===== src/rtl/bexr_pkg.sv =====
`timescale 1ns / 1ps

package bexr_pkg;

  localparam int unsigned Buttons   = 5;
  localparam int unsigned PinBits   = 2 * Buttons;
  localparam int unsigned WordBits  = 32;
  localparam int unsigned CntBits   = $clog2(WordBits + 1);

  localparam logic [WordBits-1:0] GenReset = 32'h9E37_79B9;
  localparam int unsigned ShiftA = 13;
  localparam int unsigned ShiftB = 17;
  localparam int unsigned ShiftC = 5;

  localparam logic ActPoll = 1'b0;
  localparam logic ActDraw = 1'b1;

  typedef struct packed {
    logic                action;
    logic [PinBits-1:0]  pin_levels;
    logic [WordBits-1:0] timestamp_us;
    logic [WordBits-1:0] range_limit;
  } in_req_t;

  typedef struct packed {
    logic [Buttons-1:0]  held;
    logic [Buttons-1:0]  newly_pressed;
    logic [WordBits-1:0] random_value;
    logic [WordBits-1:0] random_below;
    logic                range_error;
  } out_rsp_t;

  function automatic logic [WordBits-1:0] xorshift_step(input logic [WordBits-1:0] s);
    logic [WordBits-1:0] x;
    x = s ^ (s << ShiftA);
    x = x ^ (x >> ShiftB);
    x = x ^ (x << ShiftC);
    return x;
  endfunction

endpackage


===== src/rtl/bexr_mod_serial.sv =====
`timescale 1ns / 1ps

module bexr_mod_serial (
  input  logic                          clk_i,
  input  logic                          rst_ni,
  input  logic                          start_i,
  input  logic [bexr_pkg::WordBits-1:0] dividend_i,
  input  logic [bexr_pkg::WordBits-1:0] divisor_i,
  output logic                          done_o,
  output logic [bexr_pkg::WordBits-1:0] rem_o
);
  import bexr_pkg::*;

  logic [CntBits-1:0]  cnt_q, cnt_d;
  logic                done_q, done_d;
  logic [WordBits-1:0] num_q, num_d;
  logic [WordBits-1:0] den_q, den_d;
  logic [WordBits-1:0] rem_q, rem_d;
  logic [WordBits:0]   trial;
  logic [WordBits:0]   diff;

  assign trial = {rem_q, num_q[WordBits-1]};
  assign diff  = trial - {1'b0, den_q};

  always_comb begin
    cnt_d  = cnt_q;
    done_d = 1'b0;
    num_d  = num_q;
    den_d  = den_q;
    rem_d  = rem_q;
    if (start_i) begin
      cnt_d = CntBits'(WordBits);
      num_d = dividend_i;
      den_d = divisor_i;
      rem_d = '0;
    end else if (cnt_q != '0) begin
      // one quotient bit: restore unless the trial covers the divisor
      cnt_d = cnt_q - CntBits'(1);
      num_d = {num_q[WordBits-2:0], 1'b0};
      if (diff[WordBits]) begin
        rem_d = trial[WordBits-1:0];
      end else begin
        rem_d = diff[WordBits-1:0];
      end
      done_d = (cnt_q == CntBits'(1));
    end
  end

  always_ff @(posedge clk_i or negedge rst_ni) begin
    if (!rst_ni) begin
      cnt_q  <= '0;
      done_q <= 1'b0;
    end else begin
      cnt_q  <= cnt_d;
      done_q <= done_d;
    end
  end

  always_ff @(posedge clk_i) begin
    num_q <= num_d;
    den_q <= den_d;
    rem_q <= rem_d;
  end

  assign done_o = done_q;
  assign rem_o  = rem_q;

endmodule


===== src/rtl/button_edge_xorshift_rng.sv =====
`timescale 1ns / 1ps
// Poll request: the result goes to the done state, then into the output register once that
// register is empty or not stalled; the next request is accepted after the return to idle.
// Draw request with a nonzero range: it waits in the run state for the bit-serial remainder
// unit (one quotient bit per cycle over 32 bits); with a zero range it flags range_error
// and skips that unit. One request in flight; a finished result waits in the result register
// until the output register can take it. Asynchronous active-low reset clears button history,
// priming and output valid, and loads the generator with 0x9E3779B9.

module button_edge_xorshift_rng (
  input  logic                clk_i,
  input  logic                rst_ni,
  input  logic                in_valid_i,
  output logic                in_stall_o,
  input  bexr_pkg::in_req_t   in_req_i,
  output logic                out_valid_o,
  input  logic                out_stall_i,
  output bexr_pkg::out_rsp_t  out_rsp_o
);
  import bexr_pkg::*;

  localparam logic [1:0] StIdle = 2'd0;
  localparam logic [1:0] StRun  = 2'd1;
  localparam logic [1:0] StDone = 2'd2;

  logic [1:0]          state_q, state_d;
  logic [Buttons-1:0]  prev_q, prev_d;
  logic                primed_q, primed_d;
  logic [WordBits-1:0] gen_q, gen_d;
  logic                out_valid_q, out_valid_d;
  out_rsp_t            res_q, res_d;
  out_rsp_t            out_q, out_d;

  logic                in_fire;
  logic                load_out;
  logic [Buttons-1:0]  pressed;
  logic [Buttons-1:0]  edges;
  logic [WordBits-1:0] next_gen;
  logic                div_start;
  logic                div_done;
  logic [WordBits-1:0] div_rem;

  assign in_fire  = in_valid_i && (state_q == StIdle);
  assign load_out = (state_q == StDone) && (!out_valid_q || !out_stall_i);

  assign pressed  = ~in_req_i.pin_levels[Buttons-1:0] | ~in_req_i.pin_levels[PinBits-1:Buttons];
  assign edges    = primed_q ? (pressed & ~prev_q) : '0;
  assign next_gen = xorshift_step(gen_q);

  assign div_start = in_fire && (in_req_i.action == ActDraw) && (in_req_i.range_limit != '0);

  bexr_mod_serial u_mod (
    .clk_i      (clk_i),
    .rst_ni     (rst_ni),
    .start_i    (div_start),
    .dividend_i (next_gen),
    .divisor_i  (in_req_i.range_limit),
    .done_o     (div_done),
    .rem_o      (div_rem)
  );

  always_comb begin
    state_d     = state_q;
    prev_d      = prev_q;
    primed_d    = primed_q;
    gen_d       = gen_q;
    res_d       = res_q;
    out_d       = out_q;
    out_valid_d = out_valid_q && out_stall_i;
    unique case (state_q)
      StIdle: begin
        if (in_fire) begin
          res_d = '0;
          if (in_req_i.action == ActPoll) begin
            res_d.held          = pressed;
            res_d.newly_pressed = edges;
            prev_d              = pressed;
            primed_d            = 1'b1;
            if (edges != '0) begin
              gen_d = gen_q ^ in_req_i.timestamp_us;
            end
            state_d = StDone;
          end else begin
            gen_d              = next_gen;
            res_d.random_value = next_gen;
            if (in_req_i.range_limit == '0) begin
              res_d.range_error = 1'b1;
              state_d           = StDone;
            end else begin
              state_d = StRun;
            end
          end
        end
      end
      StRun: begin
        if (div_done) begin
          res_d.random_below = div_rem;
          state_d            = StDone;
        end
      end
      StDone: begin
        if (load_out) begin
          out_d       = res_q;
          out_valid_d = 1'b1;
          state_d     = StIdle;
        end
      end
      default: begin
        state_d = StIdle;
      end
    endcase
  end

  always_ff @(posedge clk_i or negedge rst_ni) begin
    if (!rst_ni) begin
      state_q     <= StIdle;
      prev_q      <= '0;
      primed_q    <= 1'b0;
      gen_q       <= GenReset;
      out_valid_q <= 1'b0;
    end else begin
      state_q     <= state_d;
      prev_q      <= prev_d;
      primed_q    <= primed_d;
      gen_q       <= gen_d;
      out_valid_q <= out_valid_d;
    end
  end

  always_ff @(posedge clk_i) begin
    res_q <= res_d;
    out_q <= out_d;
  end

  assign in_stall_o  = (state_q != StIdle);
  assign out_valid_o = out_valid_q;
  assign out_rsp_o   = out_q;

endmodule


===== config.mk =====
export PLATFORM = sky130hd
export DESIGN_NAME = button_edge_xorshift_rng
export DESIGN_NICKNAME = d
export VERILOG_FILES = /design/src/rtl/bexr_pkg.sv /design/src/rtl/bexr_mod_serial.sv /design/src/rtl/button_edge_xorshift_rng.sv
export SDC_FILE = /design/constraint.sdc
export NUM_CORES = 1
export LEC_CHECK = 0
export BUFFER_PORTS_ARGS = -buffer_cell sky130_fd_sc_hd__buf_2
export CAP_MARGIN = 10
export CELL_PAD_IN_SITES_DETAIL_PLACEMENT = 1
export CELL_PAD_IN_SITES_GLOBAL_PLACEMENT = 1
export CORE_UTILIZATION = 43
export CTS_CLUSTER_DIAMETER = 200
export DETAILED_ROUTE_END_ITERATION = 10
export PLACE_DENSITY_LB_ADDON = 0.1
export SETUP_SLACK_MARGIN = 0.15
export SLEW_MARGIN = 20
export SYNTH_ARGS = -nofsm -noshare
export SYNTH_HDL_FRONTEND = slang
export SYNTH_SLANG_ARGS = --single-unit

===== constraint.sdc =====
create_clock -name clk_i -period 4.55 [get_ports clk_i]
set_input_delay 0.2275 -clock clk_i [delete_from_list [all_inputs] [get_ports clk_i]]
set_output_delay 0.2275 -clock clk_i [all_outputs]
set_load 0.005 [all_outputs]

== Word-level counts from Yosys, hierarchy flattened ==
Index checks and enable logic that the tools add are counted.
Word-level totals
  flip-flop bits (word level): 294
  input port bits: 79
  output and inout bits: 77
  logic and storage cells: 84
Operators by class
  add/sub/neg operators: 2
  equal/unequal tests: 6
  mux-type cells: 23
  bitwise gates (word level): 10
  reductions and logical operators: 23
Operators by type and width (count)
  $mux W32: 6
  $xor A32 B32 Y32: 3
  $pmux W32 S2: 1
  $mux W33: 1
  $sub A33 B32 Y33: 1
  $logic_not A32 Y1: 1
  $reduce_bool A32 Y1: 1
  $xor A32 B15 Y32: 1
  $not A5 Y5: 3
  $mux W6: 2
  $reduce_and A3 Y1: 4
  $mux W2: 5
  $reduce_bool A2 Y1: 4
  $eq A6 B1 Y1 const B: 1
  $mux W1: 6
  $pmux W2 S3: 1
  $reduce_bool A6 Y1: 1
  $sub A6 B1 Y6 const B: 1
  $and A5 B5 Y5: 1
  $logic_and A1 B1 Y1: 5
  $mux W5: 1
  $or A5 B5 Y5: 1
  $reduce_bool A5 Y1: 1
  $ne A2 B2 Y1 const B: 2
  other kinds (8): 10

== Logic depth before layout (Yosys ltp) ==
Gate-level depths: netlist (run 1).
  depth after elaboration: 7
  gate-level depth with buffers: 13
  gate-level depth less buffers: 11

== Modules after synthesis ==
A second synthesis (run 1) with hierarchy kept.
Unflattened totals
  cells, all modules: 1130
  area, all modules: 14042.2 um^2
By module, submodules not included
  button_edge_xorshift_rng: times used 1, cells an instance 569, area an instance 8154.1 um^2
  bexr_mod_serial: times used 1, cells an instance 561, area an instance 5888.1 um^2

== Worst setup path after synthesis (run 1) ==
OpenSTA, ideal clock, no wires.
  kind: reg-to-reg
  start: reg state_q[0]
  end: reg out_q (netlist bit out_rsp_o[0]), enable pin
  library setup time: 533 ps
  data arrival time: 4197 ps
  slack: -180 ps
  stages on the path, launching flop included: 3
  path buffers: 0
  clock period less this slack: 4730 ps
  path through: dfrtp_1 > nand2b_1 > a21oi_1
Between the ends
  longest elaborated chain between the ends: 3
RTL lines
  from (decl): line button_edge_xorshift_rng.sv:26  | logic [1:0] state_q, state_d;
  from (signal assigned): line button_edge_xorshift_rng.sv:116  | state_q <= StIdle;
  from (signal assigned): line button_edge_xorshift_rng.sv:122  | state_q <= state_d;
  $eq A2 B2 Y1 (*): line button_edge_xorshift_rng.sv:44, button_edge_xorshift_rng.sv:70
  $logic_and A1 B1 Y1: line button_edge_xorshift_rng.sv:44  | assign load_out = (state_q == StDone) && (!out_valid_q || !out_stall_i);
  $reduce_and A2 Y1 (no source line) (*)
  to (signal assigned): line button_edge_xorshift_rng.sv:132  | out_q <= out_d;
  to (decl): line button_edge_xorshift_rng.sv:32  | out_rsp_t out_q, out_d;
Mark *: on every way between the ends. The rest lies on a longest branch, timed or not.
A chain may end at the register's enable or synchronous reset.

== Worst setup path after layout (run 1) ==
  start: reg u_mod.num_q[31]
  end: reg u_mod.rem_q[18], in the netlist u_mod.rem_o[18]
Between the ends
  longest elaborated chain between the ends: 2
RTL lines
  from (decl): line bexr_mod_serial.sv:16  | logic [WordBits-1:0] num_q, num_d;
  from (signal assigned): line bexr_mod_serial.sv:60  | num_q <= num_d;
  $sub A33 B32 Y33: line bexr_mod_serial.sv:23  | assign diff = trial - {1'b0, den_q};
  $mux W32: line bexr_mod_serial.sv:40  | if (diff[WordBits]) begin
  to (signal assigned): line bexr_mod_serial.sv:62  | rem_q <= rem_d;
  to (decl): line bexr_mod_serial.sv:18  | logic [WordBits-1:0] rem_q, rem_d;
No other way between the ends.

==> results by group, run 1 <==
CTS
  • Root Driver: clkbuf_16
  • Post-CTS setup buffer count: 0
  • H-tree lvl count: 2
  • Max clock buf depth: 3
  • CTS clk-pin slew, worst paths: 60 ps
  • Clock Latency Late Sink: 520 ps
  • CTS sink cnt: 294
  • CTS buffer count: 34
  • CTS tree: done

Route
  • Post-Route WL: 36.3 mm
  • Detailed Routing Iterations Pass 1: 5
  • Avg WL per Cell: 19.9 µm
  • ANT nets after route: 0
  • Vias per std cell: 5.42
  • Drt initial violations: 619
  • Detailed-route via count: 9918
  • DRC errors left: 0

Power
  • Clock network power share: 18.3%
  • Maximum vdd drop: 0.549 mV
  • Sw Pwr: 5.96 mW
  • Combinational share of power: 47.4%
  • Pwr/cell area: 862 mW/mm²
  • Switching Share: 41.8%
  • Sequential Power Share: 34.4%
  • Pint: 8.30 mW
  • Leakage: 6.66 nW

Finish
  • Final instance area: 0.0165 mm²
  • Layout area overhead: 19.2%
  • Nets: 1515
  • Fillers: 3403
  • Layout cell share with drive strength beyond 1: 17.9%
  • Ant. Diodes: 0

Logic synthesis
  • Synth Area in Compound Gates: 12.5%
  • Mux share of post-synthesis cell area: 2.25%
  • Post-Synth XOR/XNOR Area: 6.95%
  • Synth Area per Inst: 11.5 µm²
  • Post-synthesis sequential area ratio: 59.8%
  • Post-synthesis adder-cell area fraction: 3.21%
  • Ys async rst share: 16.3%
  • Main combinational cell family by area after synthesis: compound AO/OA/AOI/OAI gates
  • Synth Area in Simple Gates: 12.1%
  • Synth Register Bits: 294
  • Syn. warnings: 0
  • Post-Synthesis Cells: 1207
  • Post-synth cell types: 70
  • Mapped Area: 0.0139 mm²
  • Post-synth EDFFs: 214
  • Top_reg_cell synth: edfxtp_1
  • Mapped Nets: 1321

Setup path
  • Worst setup EP type: flop
  • Required @ worst endpoint: 4910 ps
  • Critical path class: reg -> reg
  • Critical R2R Launch: u_mod.num_q[31]
  • Flop2flop setup slack: 1100 ps
  • Reg2reg path depth: 12
  • Capture point of the worst reg-to-reg path: u_mod.rem_o[18]
  • Worst setup SP type: flop
  • Crit Path Max Fanout: 14
  • CP Data Arrival Time: 3820 ps

Global route
  • Initial antenna violation count: 0
  • Vias in the first global route: 10184
  • Total gr overflow: 0
  • Largest net degree at the start of global routing: 61
  • First-pass GRT wire length: 57.4 mm
  • Total GRT Usage: 22.3%

Die
  • Die W: 182 µm
  • Die Height: 182 µm
  • Die area: 0.0330 mm²
  • Core Box Area: 0.0316 mm²
  • FP Rows: 65
  • IO Count: 156
  • Initial Utilization: 43.8%

STA
  • Max-slew headroom: 38.5%
  • Clock Skew: 16.7 ps
  • Measured slew at the worst slew-check pin: 919 ps
  • Fmax: 290 MHz
  • Final Cycle Share: 75.9%
  • RSZ-0062 raised after global routing: false
  • Hold Vio Cnt, Final: 0
  • Min cycle time layout: 3450 ps
  • Fin. max-slew vios: 0
  • Setup Viol. Count Final: 0
  • Final TNS setup: 0 ps

Hold path
  • WHS Path Cells: 3
  • WHS Endpoint: gen_q[0]
  • HP Class: in -> reg
  • Min-delay src: in_req_i[32]

Outcome
  • Status: finished clean

Run
  • Max_cap viols: 0

Place
  • GP Congestion: 0.846
  • Dpl hpwl: 25.2 mm
  • Total placed instance area: 0.0150 mm²
  • PortBufs: 155
-- cells in the final DEF, fill, tap and decap left out, drive strengths merged, types with 6 or more instances in the layout --
master	instances
a211oi	14
a21o	18
a21oi	80
a31oi	12
and2	48
and3	10
buf	171
clkbuf	46
clkinv	11
dfrtp	28
dfstp	20
dfxtp	32
dlygate4sd3	47
edfxtp	214
ha	34
inv	50
mux2i	30
nand2	123
nand2b	6
nand3	31
nand4	8
nor2	74
nor3	17
nor4	13
o211ai	11
o21a	8
o21ai	85
o22ai	14
o31ai	6
xnor2	70
xor2	40
-- critical path: stages (launching register included) --
cell and delay (ps):
edfxtp_1 370, inv_1 60, ha_1 200, fa_1 400, nand2b_1 180, a21oi_1 230, o311a_4 250, a41o_4 260
o211a_4 200, a211o_1 450, buf_4 370, mux2i_1 230, a21oi_1 90
-- Yosys cell counts, types with 2 or more instances --
library cell / number / area (µm²)
a2111oi_0: 2 / 17.5
o311ai_0: 2 / 17.5
nor4_1: 13 / 81.3
or4_1: 3 / 22.5
a21o_1: 18 / 135
dfxtp_1: 32 / 641
dfrtp_1: 28 / 701
nand4_1: 8 / 50.1
or2_2: 3 / 18.8
mux2i_1: 30 / 300
o21bai_1: 5 / 37.5
nand3_1: 31 / 155
nand3b_1: 2 / 15.0
clkbuf_2: 2 / 10.0
buf_6: 3 / 33.8
a21oi_1: 79 / 395
ha_1: 34 / 425
buf_2: 5 / 25.0
xor2_1: 40 / 350
a21boi_0: 2 / 15.0
o21ai_0: 84 / 420
nand2_1: 123 / 462
a31oi_1: 12 / 75.1
inv_1: 45 / 169
nor3_1: 17 / 85.1
xnor2_1: 70 / 613
o31ai_1: 6 / 45.0
o22ai_1: 14 / 87.6
a211oi_1: 13 / 97.6
a211o_1: 5 / 43.8
o21a_1: 8 / 60.1
a221oi_1: 2 / 17.5
buf_1: 4 / 15.0
and3_1: 10 / 62.6
edfxtp_1: 214 / 6430
and2_1: 48 / 300
dfstp_2: 20 / 526
nand2b_1: 6 / 37.5
nor2b_1: 2 / 12.5
or3_1: 5 / 31.3
clkbuf_1: 45 / 169
o211ai_1: 11 / 82.6
nor2_1: 74 / 278
-- worst max-delay path by stage --
stage	startpoint	to	cells past startpoint
floorplan	state_q[1]	u_mod.den_q[0]	7
global placement	u_mod.num_q[31]	u_mod.rem_o[15]	12
detailed placement	u_mod.num_q[31]	u_mod.rem_o[15]	12
CTS	u_mod.num_q[31]	u_mod.rem_o[15]	12
global route	u_mod.num_q[31]	u_mod.rem_o[6]	12
finish	u_mod.num_q[31]	u_mod.rem_o[18]	12
-- layout make-up --
type | instances | area, µm² | area share (%)
Inverter | 47 | 176 | 1.07
Timing Repair Buffer | 218 | 1370 | 8.26
Clock inverter | 16 | 128 | 0.772
Multi-Input combinational cell | 806 | 5150 | 31.1
Clock buffer | 46 | 927 | 5.61
Tap cell | 402 | 503 | 3.04
Sequential cell | 294 | 8290 | 50.1
-- through the flow --
step	hold WS (ps)	instances	total power, mW	worst slack [ps]	util (%)
floorplan	-68.1	1207	9.43	1490	-
global placement	139	1720	11.4	1180	47.5
detailed placement	142	1720	11.6	1090	47.5
CTS	3.09	1829	14.3	1070	52.3
global route	23.7	1829	15.2	863	52.3
finish	20.0	1829	14.3	1100	52.3
-- metal layers --
metal | GRT usage, % | vias to the layer above | wire length [µm]
li1 | - | 4761 | -
met1 | 33.6 | 4903 | 18000
met2 | 34.1 | 211 | 16200
met3 | 3.01 | 43 | 1610
met4 | 5.15 | 0 | 569
met5 | 0 | - | 0
-- timing repair --
item / in CTS / in global routing
resized for setup: 0 / 0
hold endpoints to repair: 53 / 0
hold buffers: 47 / 0
-- power by group through the flow --
stage	logic, mW	registers (mW)	clock network (mW)
final	6.75	4.90	2.60
after global routing	7.38	5.01	2.78
after CTS	6.75	4.91	2.68
after detailed placement	6.64	4.95	0
after global placement	6.50	4.91	0
after floorplan	4.71	4.72	0
-- cell families after synthesis --
family                     Yosys count
AOI/OAI and AO/OA                  278
xor gates and xnor gates           110
adders and majority gates           35
buffers and inverters              107
DFF                                294
muxes                               31
and+or+nand+nor                    352
-- registers in the layout (all words and copies together) (netlist names) --
register      flops
u_mod.den_q      32
prev_q            5
res_q            75
state_q           2
u_mod.done_o      1
u_mod.cnt_q       6
primed_q          1
u_mod.rem_o      32
out_rsp_o        75
gen_q            32
u_mod.num_q      32
out_valid_o       1
Note: power is estimated with default switching activity, not from simulation.
==> run 2: changes to the inputs <==
ABC_AREA = 1   (was unset)
CORE_UTILIZATION = 45   (was 43)
clock period = 3.6 ns   (was 4.55 ns; I/O delays follow)
==> results by group, run 2 <==
Outcome
  • Status: finished clean

Logic synthesis
  • Mapped Area: 0.0148 mm²
  • Mapped Nets: 1771
  • Top-area cell type share of the netlist area: 43.3%
  • Leading area contributor after synthesis: edfxtp_1
  • Synth Area per Inst: 8.96 µm²
  • Top_reg_cell synth: edfxtp_1
  • Syn. warnings: 0
  • Synth Register Bits: 294
  • Post-synthesis sequential area ratio: 55.9%
  • Post-synth EDFFs: 214
  • Synth top area cells: edfxtp_1 (43%), nand2_1 (10%), inv_1 (6.4%), dfrtp_1 (4.7%), nor2_1 (4.6%)
  • Post-synth cell types: 42
  • Ys async rst share: 16.3%
  • Synth top cells by count: nand2_1 (407), inv_1 (255), edfxtp_1 (214)
  • Count leader, synth: nand2_1
  • Post-Synthesis Cells: 1657

Route
  • Post-Route WL: 43.2 mm
  • DRC errors left: 0
  • Detailed-route via count: 11704
  • Vias per std cell: 4.98
  • ANT nets after route: 0
  • Detailed Routing Iterations Pass 1: 5
  • Drt initial violations: 594
  • Avg WL per Cell: 18.4 µm

Finish
  • Layout area overhead: 20.2%
  • Most frequent cells in the layout: nand2_1 (407), inv_1 (254), edfxtp_1 (214)
  • Nets: 1994
  • Area occupied by multi-input gates: 0.00537 mm²
  • Ant. Diodes: 0
  • Layout cell share with drive strength beyond 1: 16.5%
  • Register Area: 0.00829 mm²
  • Commonest non-fill, non-tap cell in the layout: nand2_1
  • Fillers: 3789
  • Final instance area: 0.0178 mm²

CTS
  • Root Driver: clkbuf_16
  • CTS tree: done
  • CTS buffer count: 34
  • Max clock buf depth: 3
  • CTS sink cnt: 294
  • CTS clk-pin slew, worst paths: 60 ps
  • Post-CTS setup buffer count: 0
  • Clock Latency Late Sink: 520 ps
  • H-tree lvl count: 2

STA
  • Final TNS setup: 0 ps
  • Min cycle time layout: 2790 ps
  • Final Cycle Share: 77.4%
  • Measured slew at the worst slew-check pin: 1030 ps
  • Setup Viol. Count Final: 0
  • Fin. max-slew vios: 0
  • Max-slew headroom: 31.1%
  • Clock Skew: 16.0 ps
  • RSZ-0062 raised after global routing: false
  • Hold Vio Cnt, Final: 0
  • Fmax: 359 MHz

Setup path
  • Crit path buf inv count: 4
  • CP max stage cell: dlygate4sd3_1
  • Crit-path leading delay family: simple AND/OR/NAND/NOR gates
  • Critical path class: in -> reg
  • Worst setup EP type: flop
  • Slowest stage delay, CP: 550 ps
  • Worst setup SP type: input port
  • Cell Chain, Critical Path: dlygate4sd3_1, buf_2, nor2_1, nand2_1, nor2_1, nand4_1, nand3_1, nor2_4, inv_2, nand2_1, buf_4, nand2_1, o21ai_0
  • CP most frequent cell: nand2_1
  • Required @ worst endpoint: 3970 ps
  • CP Data Arrival Time: 3160 ps
  • Crit Path Max Fanout: 35

Power
  • Combinational share of power: 45.9%
  • Clock network power share: 19.5%
  • Maximum vdd drop: 0.531 mV
  • Sw Pwr: 7.77 mW
  • Pint: 10.0 mW
  • Pwr/cell area: 997 mW/mm²
  • Tot Pwr: 17.8 mW
  • Switching Share: 43.6%
  • Leakage: 8.42 nW
  • Sequential Power Share: 34.6%

Place
  • Total placed instance area: 0.0161 mm²
  • Dpl hpwl: 31.6 mm
  • GP Congestion: 0.874
  • PortBufs: 155

Global route
  • Initial antenna violation count: 0
  • Largest net degree at the start of global routing: 82
  • Total gr overflow: 0
  • Total GRT Usage: 26.1%
  • First-pass GRT wire length: 67.6 mm
  • Vias in the first global route: 12313

Die
  • Core Box Area: 0.0325 mm²
  • Die area: 0.0337 mm²
  • Initial Utilization: 45.7%
  • IO Count: 156
  • Die Height: 184 µm
  • FP Rows: 66
  • Die W: 184 µm

Hold path
  • HP Class: in -> reg

Run
  • Max_cap viols: 0
## run 2: cell count changes in the layout (fill, tap and decap cells not counted), moves of 14 or more
cell           previous run  this run
xnor2_1                  70        27
a21o_1                   18         2
nor2_1                   73       179
nand2_2                   1        34
mux2i_1                  30         0
nand3_1                  31        92
nand2_1                 122       407
inv_1                    43       254
dlygate4sd3_1            47        61
and2_1                   48         3
o21ai_0                  84        70
o22ai_1                  14         0
## run 2: metal layers
layer | vias up | part of all wire (%) | wire length, µm | global-route usage, %
met5 | - | 0 | 0 | 0
met4 | 0 | 2.5 | 1070 | 7.53
met3 | 56 | 3.4 | 1480 | 3.39
met1 | 5699 | 44 | 18900 | 33.4
met2 | 202 | 50 | 21800 | 46.0
li1 | 5747 | - | - | -
## run 2: cell families (layout without fill, tap and decap cells)
kind of cell               after synthesis  in the layout  share of synthesized area [%]
AOI/OAI and AO/OA                      169            169                           6.05
xor gates and xnor gates                79             79                           4.66
adders and majority gates               35             35                           3.00
buffers and inverters                  313            562                           8.19
DFF                                    294            294                           55.9
and+or+nand+nor                        767            767                           22.2
## run 2: through the flow
stage	instances	hold slack, ps	util (%)	setup slack (ps)
2_1_floorplan	1657	-116	-	193
3_3_place_gp	2225	204	49.7	919
3_5_place_dp	2225	205	49.7	893
4_1_cts	2348	4.14	55.0	823
5_1_grt	2348	21.4	55.0	562
6_report	2348	13.6	55.0	814
## run 2: area by class of cell
class,instances,share of cell area (%)
clock inverter,17,0.890
tap,442,3.10
sequential,294,46.5
timing repair buffer,230,8.43
inverter,270,5.68
clock buffer,45,5.36
multi-input combinational,1050,30.1
## run 2: worst min-delay path, stage by stage
cell	delay [ps]
buf_2	70
nand2_1	60
inv_1	70
o21ai_0	80
## run 2: worst paths after layout
check	startpoint	end	slack [ps]	cells past startpoint
worst max register to register	primed_q	gen_q[11]	900	10
worst max-delay path	in_req_i[27]	u_mod.cnt_q[1]	810	13
min in group asynchronous	rst_ni	prev_q[4]	190	2
worst min register to register	res_q[23]	out_rsp_o[23]	420	0
max in group asynchronous	rst_ni	gen_q[11]	2670	3
worst min-delay path	in_req_i[72]	prev_q[3]	10	4
## run 2: repair_timing
item | in CTS | in global routing
resized for setup | 0 | 0
setup endpoints to repair | 0 | 0
hold endpoints to repair | 78 | 0
hold buffers | 61 | 0
## run 2: power groups by stage
stage | combinational (mW) | sequential [mW] | clock [mW]
2_1_floorplan | 5.61 | 5.94 | 0
3_5_place_dp | 8.08 | 6.21 | 0
5_1_grt | 9.13 | 6.27 | 3.66
4_1_cts | 8.22 | 6.16 | 3.56
3_3_place_gp | 7.85 | 6.16 | 0
6_report | 8.17 | 6.16 | 3.47
